$ cat src/rtl/bsrp_pkg.sv
`timescale 1ns / 1ps
`default_nettype none
// ----------------------------------------------------------------------------
// bsrp_pkg
// Shared types and constants of the bus shadow register probe block.
// ----------------------------------------------------------------------------
package bsrp_pkg;

  // Payload widths
  localparam int ADDR_W    = 13;
  localparam int REG_W     = 12;   // address after the upper alias is folded down
  localparam int SIZE_W    = 4;
  localparam int DATA_W    = 64;
  localparam int WORD_W    = 32;
  localparam int BUF_BYTES = 12;   // an access spans at most three dwords
  localparam int S_TDATA_W = 88;   // 13 + 4 + 64 = 81 bits, padded to whole bytes
  localparam int M_TDATA_W = 64;

  // Address map
  localparam int unsigned WIN_BASE = 32'h0000_0200;
  localparam int unsigned REG_DATA = 32'h0000_021C;
  localparam int unsigned REG_CTLA = 32'h0000_0220;
  localparam int unsigned REG_CTLB = 32'h0000_0228;

  // Generator coefficients
  localparam logic [WORD_W-1:0] LCG_MUL = 32'd1664525;
  localparam logic [WORD_W-1:0] LCG_ADD = 32'd1013904223;

  typedef enum logic [2:0] {
    OP_NONE,
    OP_SHADOW_RD,
    OP_SHADOW_WR,
    OP_CTL_RD,
    OP_DATA_RD
  } op_e;

  // Controller to datapath
  typedef struct packed {
    logic       load;
    logic       rd_issue;
    logic       wr_issue;
    logic [1:0] k;
    logic       mul;
    logic       gen;
    logic       store;
    logic       out_load;
  } cmd_t;

  // Datapath to controller
  typedef struct packed {
    op_e        in_op;
    op_e        op;
    logic [1:0] nwords_m1;
  } stat_t;

endpackage : bsrp_pkg
`default_nettype wire

$ cat src/rtl/bsrp_ram.sv
`timescale 1ns / 1ps
`default_nettype none
// ----------------------------------------------------------------------------
// bsrp_ram
// Generic single write port, single read port RAM with registered read data.
// ----------------------------------------------------------------------------
module bsrp_ram #(
  parameter int WIDTH = 32,
  parameter int DEPTH = 64,
  localparam int AW   = $clog2(DEPTH)
) (
  input  wire logic             clk_i,
  input  wire logic             we_i,
  input  wire logic [AW-1:0]    waddr_i,
  input  wire logic [WIDTH-1:0] wdata_i,
  input  wire logic             re_i,
  input  wire logic [AW-1:0]    raddr_i,
  output logic      [WIDTH-1:0] rdata_o
);

  logic [WIDTH-1:0] mem_q [DEPTH];

  always_ff @(posedge clk_i) begin
    if (we_i) begin
      mem_q[waddr_i] <= wdata_i;
    end
    if (re_i) begin
      rdata_o <= mem_q[raddr_i];
    end
  end

endmodule : bsrp_ram
`default_nettype wire

$ cat src/rtl/bsrp_ctrl.sv
`timescale 1ns / 1ps
`default_nettype none
// ----------------------------------------------------------------------------
// bsrp_ctrl
// Sequencer: steps one access through the shadow reads, write-back or
// generator update it needs, then hands the result to the output register.
// ----------------------------------------------------------------------------
module bsrp_ctrl (
  input  wire logic            clk_i,
  input  wire logic            rst_ni,
  input  wire logic            s_valid_i,
  output logic                 s_ready_o,
  output logic                 m_valid_o,
  input  wire logic            m_ready_i,
  input  wire bsrp_pkg::stat_t stat_i,
  output bsrp_pkg::cmd_t       cmd_o
);

  typedef enum logic [2:0] {
    S_IDLE,
    S_READ,
    S_SETTLE,
    S_WRITE,
    S_MUL,
    S_GEN,
    S_STORE,
    S_DONE
  } state_e;

  state_e     state_q, state_d;
  logic [1:0] k_q, k_d;
  logic       m_valid_q, m_valid_d;

  always_comb begin
    state_d   = state_q;
    k_d       = k_q;
    m_valid_d = m_valid_q;
    cmd_o     = '0;
    cmd_o.k   = k_q;

    if (m_valid_q && m_ready_i) begin
      m_valid_d = 1'b0;
    end

    case (state_q)
      S_IDLE: begin
        if (s_valid_i) begin
          cmd_o.load = 1'b1;
          k_d        = 2'd0;
          case (stat_i.in_op)
            bsrp_pkg::OP_SHADOW_RD,
            bsrp_pkg::OP_SHADOW_WR: state_d = S_READ;
            bsrp_pkg::OP_DATA_RD:   state_d = S_MUL;
            default:                state_d = S_DONE;
          endcase
        end
      end
      S_READ: begin
        cmd_o.rd_issue = 1'b1;
        if (k_q == stat_i.nwords_m1) begin
          state_d = S_SETTLE;
        end else begin
          k_d = k_q + 2'd1;
        end
      end
      S_SETTLE: begin
        k_d = 2'd0;
        if (stat_i.op == bsrp_pkg::OP_SHADOW_WR) begin
          state_d = S_WRITE;
        end else begin
          state_d = S_DONE;
        end
      end
      S_WRITE: begin
        cmd_o.wr_issue = 1'b1;
        if (k_q == stat_i.nwords_m1) begin
          state_d = S_DONE;
        end else begin
          k_d = k_q + 2'd1;
        end
      end
      S_MUL: begin
        cmd_o.mul = 1'b1;
        state_d   = S_GEN;
      end
      S_GEN: begin
        cmd_o.gen = 1'b1;
        state_d   = S_STORE;
      end
      S_STORE: begin
        cmd_o.store = 1'b1;
        state_d     = S_DONE;
      end
      S_DONE: begin
        // hold until the output register is free or being drained
        if (!m_valid_q || m_ready_i) begin
          cmd_o.out_load = 1'b1;
          m_valid_d      = 1'b1;
          state_d        = S_IDLE;
        end
      end
      default: begin
        state_d = S_IDLE;
      end
    endcase
  end

  always_ff @(posedge clk_i or negedge rst_ni) begin
    if (!rst_ni) begin
      state_q   <= S_IDLE;
      k_q       <= 2'd0;
      m_valid_q <= 1'b0;
    end else begin
      state_q   <= state_d;
      k_q       <= k_d;
      m_valid_q <= m_valid_d;
    end
  end

  assign s_ready_o = (state_q == S_IDLE);
  assign m_valid_o = m_valid_q;

endmodule : bsrp_ctrl
`default_nettype wire

$ cat src/rtl/bsrp_dp.sv
`timescale 1ns / 1ps
`default_nettype none
// ----------------------------------------------------------------------------
// bsrp_dp
// Datapath: access decode, shadow RAM with per-word valid bits, byte merge
// buffer, probe generator, control words and the result register.
// ----------------------------------------------------------------------------
module bsrp_dp #(
  parameter int SHADOW_WORDS     = 64,
  parameter int MAX_ACCESS_BYTES = 8
) (
  input  wire logic                             clk_i,
  input  wire logic                             rst_ni,
  input  wire bsrp_pkg::cmd_t                   cmd_i,
  output bsrp_pkg::stat_t                       stat_o,
  input  wire logic [bsrp_pkg::S_TDATA_W-1:0]   s_tdata_i,
  input  wire logic                             s_tuser_i,
  output logic      [bsrp_pkg::M_TDATA_W-1:0]   m_tdata_o,
  output logic                                  m_tuser_o
);

  localparam int IW = $clog2(SHADOW_WORDS);
  localparam int BUF_W = 8 * bsrp_pkg::BUF_BYTES;
  localparam int WIN_END_I = int'(bsrp_pkg::WIN_BASE) + 4 * SHADOW_WORDS;
  localparam logic [12:0] WinEnd   = 13'(WIN_END_I);
  localparam logic [12:0] WinBase  = 13'(bsrp_pkg::WIN_BASE);
  localparam logic [11:0] RegData  = 12'(bsrp_pkg::REG_DATA);
  localparam logic [11:0] RegCtla  = 12'(bsrp_pkg::REG_CTLA);
  localparam logic [11:0] RegCtlb  = 12'(bsrp_pkg::REG_CTLB);
  localparam logic [3:0]  MaxSize  = 4'(MAX_ACCESS_BYTES);
  localparam logic [10:0] WordBase = 11'(bsrp_pkg::WIN_BASE / 4);
  localparam logic [10:0] Words    = 11'(SHADOW_WORDS);
  localparam logic [10:0] DataWord = 11'((bsrp_pkg::REG_DATA - bsrp_pkg::WIN_BASE) / 4);
  localparam bit          DataInWin = int'(bsrp_pkg::REG_DATA) < WIN_END_I;

  // ---------------- incoming decode
  logic [11:0]  in_reg;
  logic [3:0]   in_size_raw, in_size, in_span;
  logic         in_win, in_ctl;
  bsrp_pkg::op_e in_op;

  assign in_reg      = s_tdata_i[11:0];   // 0x1000..0x1FFF fold onto 0x000..0xFFF
  assign in_size_raw = s_tdata_i[16:13];
  assign in_size     = (in_size_raw > MaxSize) ? MaxSize : in_size_raw;
  assign in_span     = {2'b00, in_reg[1:0]} + in_size - 4'd1;
  assign in_win      = ({1'b0, in_reg} >= WinBase) && ({1'b0, in_reg} < WinEnd);
  assign in_ctl      = (in_reg == RegCtla) || (in_reg == RegCtlb);

  always_comb begin
    in_op = bsrp_pkg::OP_NONE;
    if (!s_tuser_i) begin
      if (in_reg == RegData)  in_op = bsrp_pkg::OP_DATA_RD;
      else if (in_ctl)        in_op = bsrp_pkg::OP_CTL_RD;
      else if (in_win)        in_op = bsrp_pkg::OP_SHADOW_RD;
    end else if (in_ctl || in_win) begin
      in_op = bsrp_pkg::OP_SHADOW_WR;
    end
  end

  // ---------------- request registers (payload, no reset)
  bsrp_pkg::op_e op_q;
  logic [11:0]   reg_q;
  logic [3:0]    size_q;
  logic [63:0]   wdata_q;
  logic [1:0]    nw_q;

  always_ff @(posedge clk_i) begin
    if (cmd_i.load) begin
      op_q    <= in_op;
      reg_q   <= in_reg;
      size_q  <= in_size;
      wdata_q <= s_tdata_i[80:17];
      nw_q    <= (in_size == 4'd0) ? 2'd0 : in_span[3:2];
    end
  end

  assign stat_o.in_op     = in_op;
  assign stat_o.op        = op_q;
  assign stat_o.nwords_m1 = nw_q;

  // ---------------- word addressing and byte lanes
  logic [1:0]         off;
  logic [10:0]        widx;
  logic               w_in_rng;
  logic [12:0]        wb_addr;
  logic [11:0]        bmask, rmask;
  logic [BUF_W-1:0]   buf_q, wsh, merged, rsh;
  logic [63:0]        rd_bytes;
  logic               win_q;
  logic               shadow_op, range_err;

  assign off      = reg_q[1:0];
  assign widx     = {1'b0, reg_q[11:2]} - WordBase + {9'd0, cmd_i.k};
  assign w_in_rng = widx < Words;
  assign wb_addr  = {1'b0, reg_q[11:2], 2'b00};
  assign win_q    = ({1'b0, reg_q} >= WinBase) && ({1'b0, reg_q} < WinEnd);

  always_comb begin
    for (int j = 0; j < bsrp_pkg::BUF_BYTES; j++) begin
      bmask[j] = (4'(j) >= {2'b00, off}) && (4'(j) < ({2'b00, off} + size_q)) &&
                 ((wb_addr + 13'(j)) < WinEnd);
    end
  end

  assign wsh = BUF_W'(wdata_q) << {off, 3'b000};
  assign rsh = buf_q >> {off, 3'b000};
  assign rmask = bmask >> off;

  always_comb begin
    for (int j = 0; j < bsrp_pkg::BUF_BYTES; j++) begin
      merged[8*j +: 8] = bmask[j] ? wsh[8*j +: 8] : buf_q[8*j +: 8];
    end
    for (int i = 0; i < 8; i++) begin
      rd_bytes[8*i +: 8] = rmask[i] ? rsh[8*i +: 8] : 8'h00;
    end
  end

  assign shadow_op = (op_q == bsrp_pkg::OP_SHADOW_RD) || (op_q == bsrp_pkg::OP_SHADOW_WR);
  assign range_err = shadow_op && (size_q != 4'd0) &&
                     (({1'b0, reg_q} + 13'(size_q)) > WinEnd);

  // ---------------- generator and control words (state, reset)
  logic [31:0] gen_q, prod_q, ctla_q, ctlb_q, probe_r;
  logic [31:0] ctl_old, ctl_merge, ctl_new;
  logic [SHADOW_WORDS-1:0] valid_q;
  logic        vld_rd_q, cap_en_q;
  logic [1:0]  cap_k_q;

  assign probe_r = gen_q ^ {ctlb_q[24:0], 7'b0};
  assign ctl_old = (reg_q == RegCtla) ? ctla_q : ctlb_q;

  always_comb begin
    for (int i = 0; i < 4; i++) begin
      ctl_merge[8*i +: 8] = (4'(i) < size_q) ? wdata_q[8*i +: 8] : ctl_old[8*i +: 8];
    end
  end

  assign ctl_new = win_q ? merged[31:0] : ctl_merge;

  // ---------------- shadow RAM
  logic          ram_we;
  logic [IW-1:0] ram_waddr, ram_raddr;
  logic [31:0]   ram_wdata, ram_rdata;

  assign ram_raddr = widx[IW-1:0];

  always_comb begin
    ram_we    = 1'b0;
    ram_waddr = widx[IW-1:0];
    ram_wdata = merged[32*cmd_i.k +: 32];
    if (cmd_i.wr_issue) begin
      ram_we = w_in_rng;
    end else if (cmd_i.store) begin
      ram_we    = DataInWin;
      ram_waddr = DataWord[IW-1:0];
      ram_wdata = probe_r;
    end
  end

  bsrp_ram #(
    .WIDTH (32),
    .DEPTH (SHADOW_WORDS)
  ) u_ram (
    .clk_i   (clk_i),
    .we_i    (ram_we),
    .waddr_i (ram_waddr),
    .wdata_i (ram_wdata),
    .re_i    (cmd_i.rd_issue),
    .raddr_i (ram_raddr),
    .rdata_o (ram_rdata)
  );

  always_ff @(posedge clk_i or negedge rst_ni) begin
    if (!rst_ni) begin
      gen_q    <= '0;
      ctla_q   <= '0;
      ctlb_q   <= '0;
      valid_q  <= '0;
      cap_en_q <= 1'b0;
    end else begin
      cap_en_q <= cmd_i.rd_issue;
      if (ram_we) begin
        valid_q[ram_waddr] <= 1'b1;
      end
      if (cmd_i.gen) begin
        gen_q <= prod_q + bsrp_pkg::LCG_ADD + (ctla_q ^ ctlb_q);
      end
      // latch the control word as the result is loaded into the output register
      if (cmd_i.out_load && (op_q == bsrp_pkg::OP_SHADOW_WR)) begin
        if (reg_q == RegCtla) ctla_q <= ctl_new;
        if (reg_q == RegCtlb) ctlb_q <= ctl_new;
      end
    end
  end

  // payload registers
  always_ff @(posedge clk_i) begin
    if (cmd_i.mul) begin
      prod_q <= 32'(gen_q * bsrp_pkg::LCG_MUL);
    end
    if (cmd_i.rd_issue) begin
      vld_rd_q <= w_in_rng && valid_q[ram_raddr];
      cap_k_q  <= cmd_i.k;
    end
    if (cap_en_q) begin
      buf_q[32*cap_k_q +: 32] <= vld_rd_q ? ram_rdata : 32'h0;
    end
    if (cmd_i.out_load) begin
      m_tuser_o <= range_err;
      case (op_q)
        bsrp_pkg::OP_SHADOW_RD: m_tdata_o <= rd_bytes;
        bsrp_pkg::OP_CTL_RD:    m_tdata_o <= {32'h0, ctl_old};
        bsrp_pkg::OP_DATA_RD:   m_tdata_o <= {32'h0, probe_r};
        default:                m_tdata_o <= '0;
      endcase
    end
  end

endmodule : bsrp_dp
`default_nettype wire

$ cat src/rtl/bus_shadow_register_probe_block.sv
`timescale 1ns / 1ps
`default_nettype none
// ----------------------------------------------------------------------------
// bus_shadow_register_probe_block
// Register block with a byte-addressed shadow window of little-endian dwords,
// a probe data register backed by a linear congruential generator and two
// probe control registers.
// ----------------------------------------------------------------------------
//
//  Channel  Dir  Handshake                     Contents
//  s_axis   in   s_axis_tvalid/s_axis_tready   one access: kind, address, size, data
//  m_axis   out  m_axis_tvalid/m_axis_tready   one result: read data, range error
//
//  Sequence: a shadow read fetches its n dwords (1 to 3), a shadow write fetches
//  and writes them back with the new bytes merged, and a probe data read passes
//  the registered generator multiplier, generator update and store; any other
//  access goes straight to its result. s_axis_tready returns as m_axis_tvalid
//  rises. The sequencer steps the shadow RAM one dword read or written per cycle.
//  Reset: rst_ni clears the controller, generator, control words and the
//  per-dword valid bits, so the whole window reads zero at once; no clearing
//  pass runs.
//  Stalls: a result waiting on m_axis_tready does not block the next
//  access, which proceeds until its own result needs the output register.
//
module bus_shadow_register_probe_block #(
  parameter int SHADOW_WORDS     = 64,   // dwords in the shadow window, 4..256
  parameter int MAX_ACCESS_BYTES = 8     // access sizes above this saturate, 1..8
) (
  input  wire logic                           clk_i,
  input  wire logic                           rst_ni,
  // access transactions
  input  wire logic                           s_axis_tvalid,
  output logic                                s_axis_tready,
  // [12:0] address, [16:13] access_size, [80:17] write_data, [87:81] zero
  input  wire logic [bsrp_pkg::S_TDATA_W-1:0] s_axis_tdata,
  // [0] req_type (0 read, 1 write)
  input  wire logic                           s_axis_tuser,
  // result transactions
  output logic                                m_axis_tvalid,
  input  wire logic                           m_axis_tready,
  // [63:0] read_data
  output logic      [bsrp_pkg::M_TDATA_W-1:0] m_axis_tdata,
  // [0] range_error
  output logic                                m_axis_tuser
);

  bsrp_pkg::cmd_t  cmd;
  bsrp_pkg::stat_t stat;

  // Sequencer: one access at a time through read, write-back or generator steps
  bsrp_ctrl u_ctrl (
    .clk_i     (clk_i),
    .rst_ni    (rst_ni),
    .s_valid_i (s_axis_tvalid),
    .s_ready_o (s_axis_tready),
    .m_valid_o (m_axis_tvalid),
    .m_ready_i (m_axis_tready),
    .stat_i    (stat),
    .cmd_o     (cmd)
  );

  // Datapath: decode, shadow RAM, byte merge, generator and result register
  bsrp_dp #(
    .SHADOW_WORDS     (SHADOW_WORDS),
    .MAX_ACCESS_BYTES (MAX_ACCESS_BYTES)
  ) u_dp (
    .clk_i     (clk_i),
    .rst_ni    (rst_ni),
    .cmd_i     (cmd),
    .stat_o    (stat),
    .s_tdata_i (s_axis_tdata),
    .s_tuser_i (s_axis_tuser),
    .m_tdata_o (m_axis_tdata),
    .m_tuser_o (m_axis_tuser)
  );

endmodule : bus_shadow_register_probe_block
`default_nettype wire

$ cat config.mk
export PLATFORM = sky130hd
export DESIGN_NAME = bus_shadow_register_probe_block
export DESIGN_NICKNAME = d
export VERILOG_FILES = /design/src/rtl/bsrp_pkg.sv /design/src/rtl/bsrp_ram.sv /design/src/rtl/bsrp_ctrl.sv /design/src/rtl/bsrp_dp.sv /design/src/rtl/bus_shadow_register_probe_block.sv
export SDC_FILE = /design/constraint.sdc
export NUM_CORES = 2
export LEC_CHECK = 0
export ABC_AREA = 1
export BUFFER_PORTS_ARGS = -buffer_cell sky130_fd_sc_hd__clkbuf_2
export CORE_MARGIN = 10
export CORE_UTILIZATION = 55
export CTS_CLUSTER_SIZE = 20
export DETAILED_ROUTE_END_ITERATION = 10
export GPL_ROUTABILITY_DRIVEN = 0
export GPL_TIMING_DRIVEN = 1
export PLACE_DENSITY = 0.72
export SETUP_SLACK_MARGIN = 0.4
export SYNTH_ARGS = -nofsm -noshare
export SYNTH_HDL_FRONTEND = slang
export SYNTH_HIERARCHICAL = 1
export SYNTH_SLANG_ARGS = --single-unit
$ cat constraint.sdc
create_clock -name clk_i -period 6.9 [get_ports clk_i]
set_clock_uncertainty 0.2 [all_clocks]
set_input_delay 0.69 -clock clk_i [delete_from_list [all_inputs] [get_ports clk_i]]
set_output_delay 0.69 -clock clk_i [all_outputs]
set_load 0.01 [all_outputs]
==> flow_summary.ini <==
[die]
start_util = 0.5540
core_mm2 = 0.2127
io_pins = 160
placementRows = 169
die_w_um = 482.9
die-area_mm2 = 0.2332
die_h_um = 482.9

[logic_synthesis]
syn_inst = 11170
ys_ff_latch = 2528
yosysSeqAreaShare = 0.6370
synth_area_per_cell_um2 = 10.56
synth_cell_types = 62
synthArstFlopShare = 0.06606
synth_nets = 11630
netlist_area_mm2 = 0.1179
yosys_warnings = 6
synth-edff-count = 2361
synth_ff_type = edfxtp_1

[run]
maxCapViolations = 0

[drt]
dr.pass1.iters = 11
route.detailed.drc = 0
wirelength_um = 357900
avgRoutedWirePerCell_um = 25.08
drtAntennaViolNets = 0
vias = 88470
viasPerCell = 6.201
drt_iter0_drc = 13820

[layout]
mostFrequentLayoutCell = nand2_1
mostFrequentLayoutCells = nand2_1 (3343), edfxtp_1 (2361), nand3_1 (2211), inv_1 (632), nor2_1 (368)
drive_gt1_frac = 0.07805
nNetsFinal = 11730
areaGrowthSynthToFinish_pct = 11.35
nFillCells = 16400
utilization = 0.6169

[critical_path]
slowest_delay_ps = 560
r2r_start = u_dp/gen_q[7]
rr_worst_depth = 20
critPathMostFrequentCell = fa_1
critPathArrivalTime_ps = 6780
regToRegEndpoint = u_dp/prod_q[31]
worstSetupPathType = reg2reg
end_kind = flip-flop
crit_required_ps = 7360
path_max_fanout = 8
worst_path_max_delay_cell = fa_1
crit_chain = ha_1 -> fa_1 -> inv_1 -> fa_1 -> fa_1 -> fa_1 -> inv_1 -> fa_1 -> inv_1 -> fa_1 -> inv_1 -> ha_1 -> a21oi_1 -> o21ai_0 -> a21oi_1 -> o21ai_0 -> a21oi_1 -> inv_1 -> nand2_1 -> nand2_1
reg2reg_slack_ps = 580
startpoint_type = flip-flop

[outcome]
outcome = complete, no violations

[sta]
fin_crit_sh = 0.9162
setup_violations = 0
finalHoldViolCount = 0
setup-tns-final_ps = 0
rsz0062_at_grt = false
fin_crit_ps = 6322
max_freq_ghz = 0.1582
slew_headroom = 0.05301
finalMaxSlewViolations = 0
worst_pin_slew_ps = 1420

[global_routing]
gr-usage-all-layers = 0.2989
overflow = 0
grt_pass1_wl_um = 526400
antenna_found_initial = 8
grt_start_max_net_pins = 184
grt_pass1_vias = 84120

[placed_design]
io_buffers = 151
place_hpwl_um = 217200

[min_path]
hold_depth = 3
min_to = u_dp/nw_q[1]
hold_start = s_axis_tvalid
hold_path_class = in2reg

[cts]
cts_sinks = 2528
cts_tree = done
ctsRootBufferMaster = clkbuf_16
cts.clk_slew.worst_paths_ps = 60
htree_levels = 5
cts_setup_buffers = 0
cts_max_path_buffers = 4
cts_buffers = 276
clock_latency_ps = 960
-- repair_timing --
action	in CTS	in global routing
endpoints found under the hold margin	123	0
hold buffers	81	0
setup endpoints to repair	0	2
gates resized for setup	0	2
-- through the flow --
| step | instance area [µm²] | cells | setup WS, ps | hold slack [ps] |
|---|---|---|---|---|
| floorplan | 117900 | 11170 | 490.5 | 194.4 |
| global placement | 122100 | 13730 | 634.3 | 228.6 |
| detailed placement | 122100 | 13730 | 606.2 | 234.7 |
| CTS | 131200 | 14260 | 581.5 | 3.538 |
| global route | 131200 | 14260 | 419.3 | 33.83 |
| finish | 131200 | 14270 | 578.2 | 36.64 |
-- synthesized netlist by cell type, drive strengths merged, types with 49 or more instances --
library cell | instances | area [µm²]
nand2 | 3357 | 12650
xnor2 | 49 | 447.9
nand3 | 2219 | 11160
nor2 | 442 | 1750
a21oi | 158 | 809.5
edfxtp | 2361 | 70900
buf | 452 | 2396
dfrtp | 167 | 4179
clkbuf | 173 | 659.4
o21ai | 364 | 1863
nand4 | 101 | 631.9
fa | 136 | 2723
inv | 653 | 2456
xor2 | 61 | 541.8
ha | 233 | 2915
-- how the worst max path moves through the flow --
stage | startpoint | to
2_1_floorplan | u_dp/reg_q[2] | u_dp/u_ram/mem_q[48][0]
3_3_place_gp | u_dp/gen_q[7] | u_dp/prod_q[31]
3_5_place_dp | u_dp/gen_q[7] | u_dp/prod_q[31]
4_1_cts | u_dp/gen_q[7] | u_dp/prod_q[31]
5_1_grt | u_dp/gen_q[5] | u_dp/prod_q[31]
6_report | u_dp/gen_q[7] | u_dp/prod_q[31]
-- critical path, delay by kind of cell, from the launching register on --
kind	cells	cell delay, ps
flip-flops	1	490
AO/OA/AOI/OAI	5	1060
AND/OR/NAND/NOR	2	130
buffers and inverters	5	290
adder cells (fa/ha/maj)	8	3880
-- cell type report --
type	instances	area (µm²)	area share
clock buffers	345	7281	0.05548
repair buffers	445	3672	0.02798
diodes	4	10.01	0.00007627
inverters	658	2519	0.01919
flip-flops and latches	2528	75080	0.5721
multi-input cells	7355	38150	0.2907
clock inverters	111	993.5	0.007570
well taps	2821	3530	0.02690
-- cells by family (layout without fill, tap and decap cells) --
family	Yosys count	after routing	synth area share
and+or+nand+nor	6166	6166	0.2248
DFF	2528	2528	0.6370
buffers and inverters	1283	1559	0.04692
AOI/OAI and AO/OA	703	703	0.03444
adders and majority gates	369	369	0.04784
xor gates and xnor gates	110	110	0.008397
muxes	7	7	0.0005945
other	0	4	0
-- per-layer routing --
metal | routed length [µm] | track usage | up-vias | share of wire
met5 | 222 | 0 | - | 0.00062
met4 | 23750 | 0.1709 | 12 | 0.066
met3 | 45340 | 0.07235 | 1213 | 0.13
met2 | 159300 | 0.4542 | 6132 | 0.45
met1 | 129300 | 0.3951 | 42400 | 0.36
li1 | - | - | 38710 | -
-- registers in the layout, indices dropped and copies added (netlist names), 64 cells and up --
| name | flops |
|---|---|
| u_dp/buf_q | 96 |
| u_dp/u_ram/mem_q | 2048 |
| u_dp/m_tdata_o | 64 |
| u_dp/valid_q | 64 |
| u_dp/wdata_q | 64 |
Power is left out: the tool's default activity adds up to more than one toggle a clock period on the data nets, which glitch-free logic cannot reach.
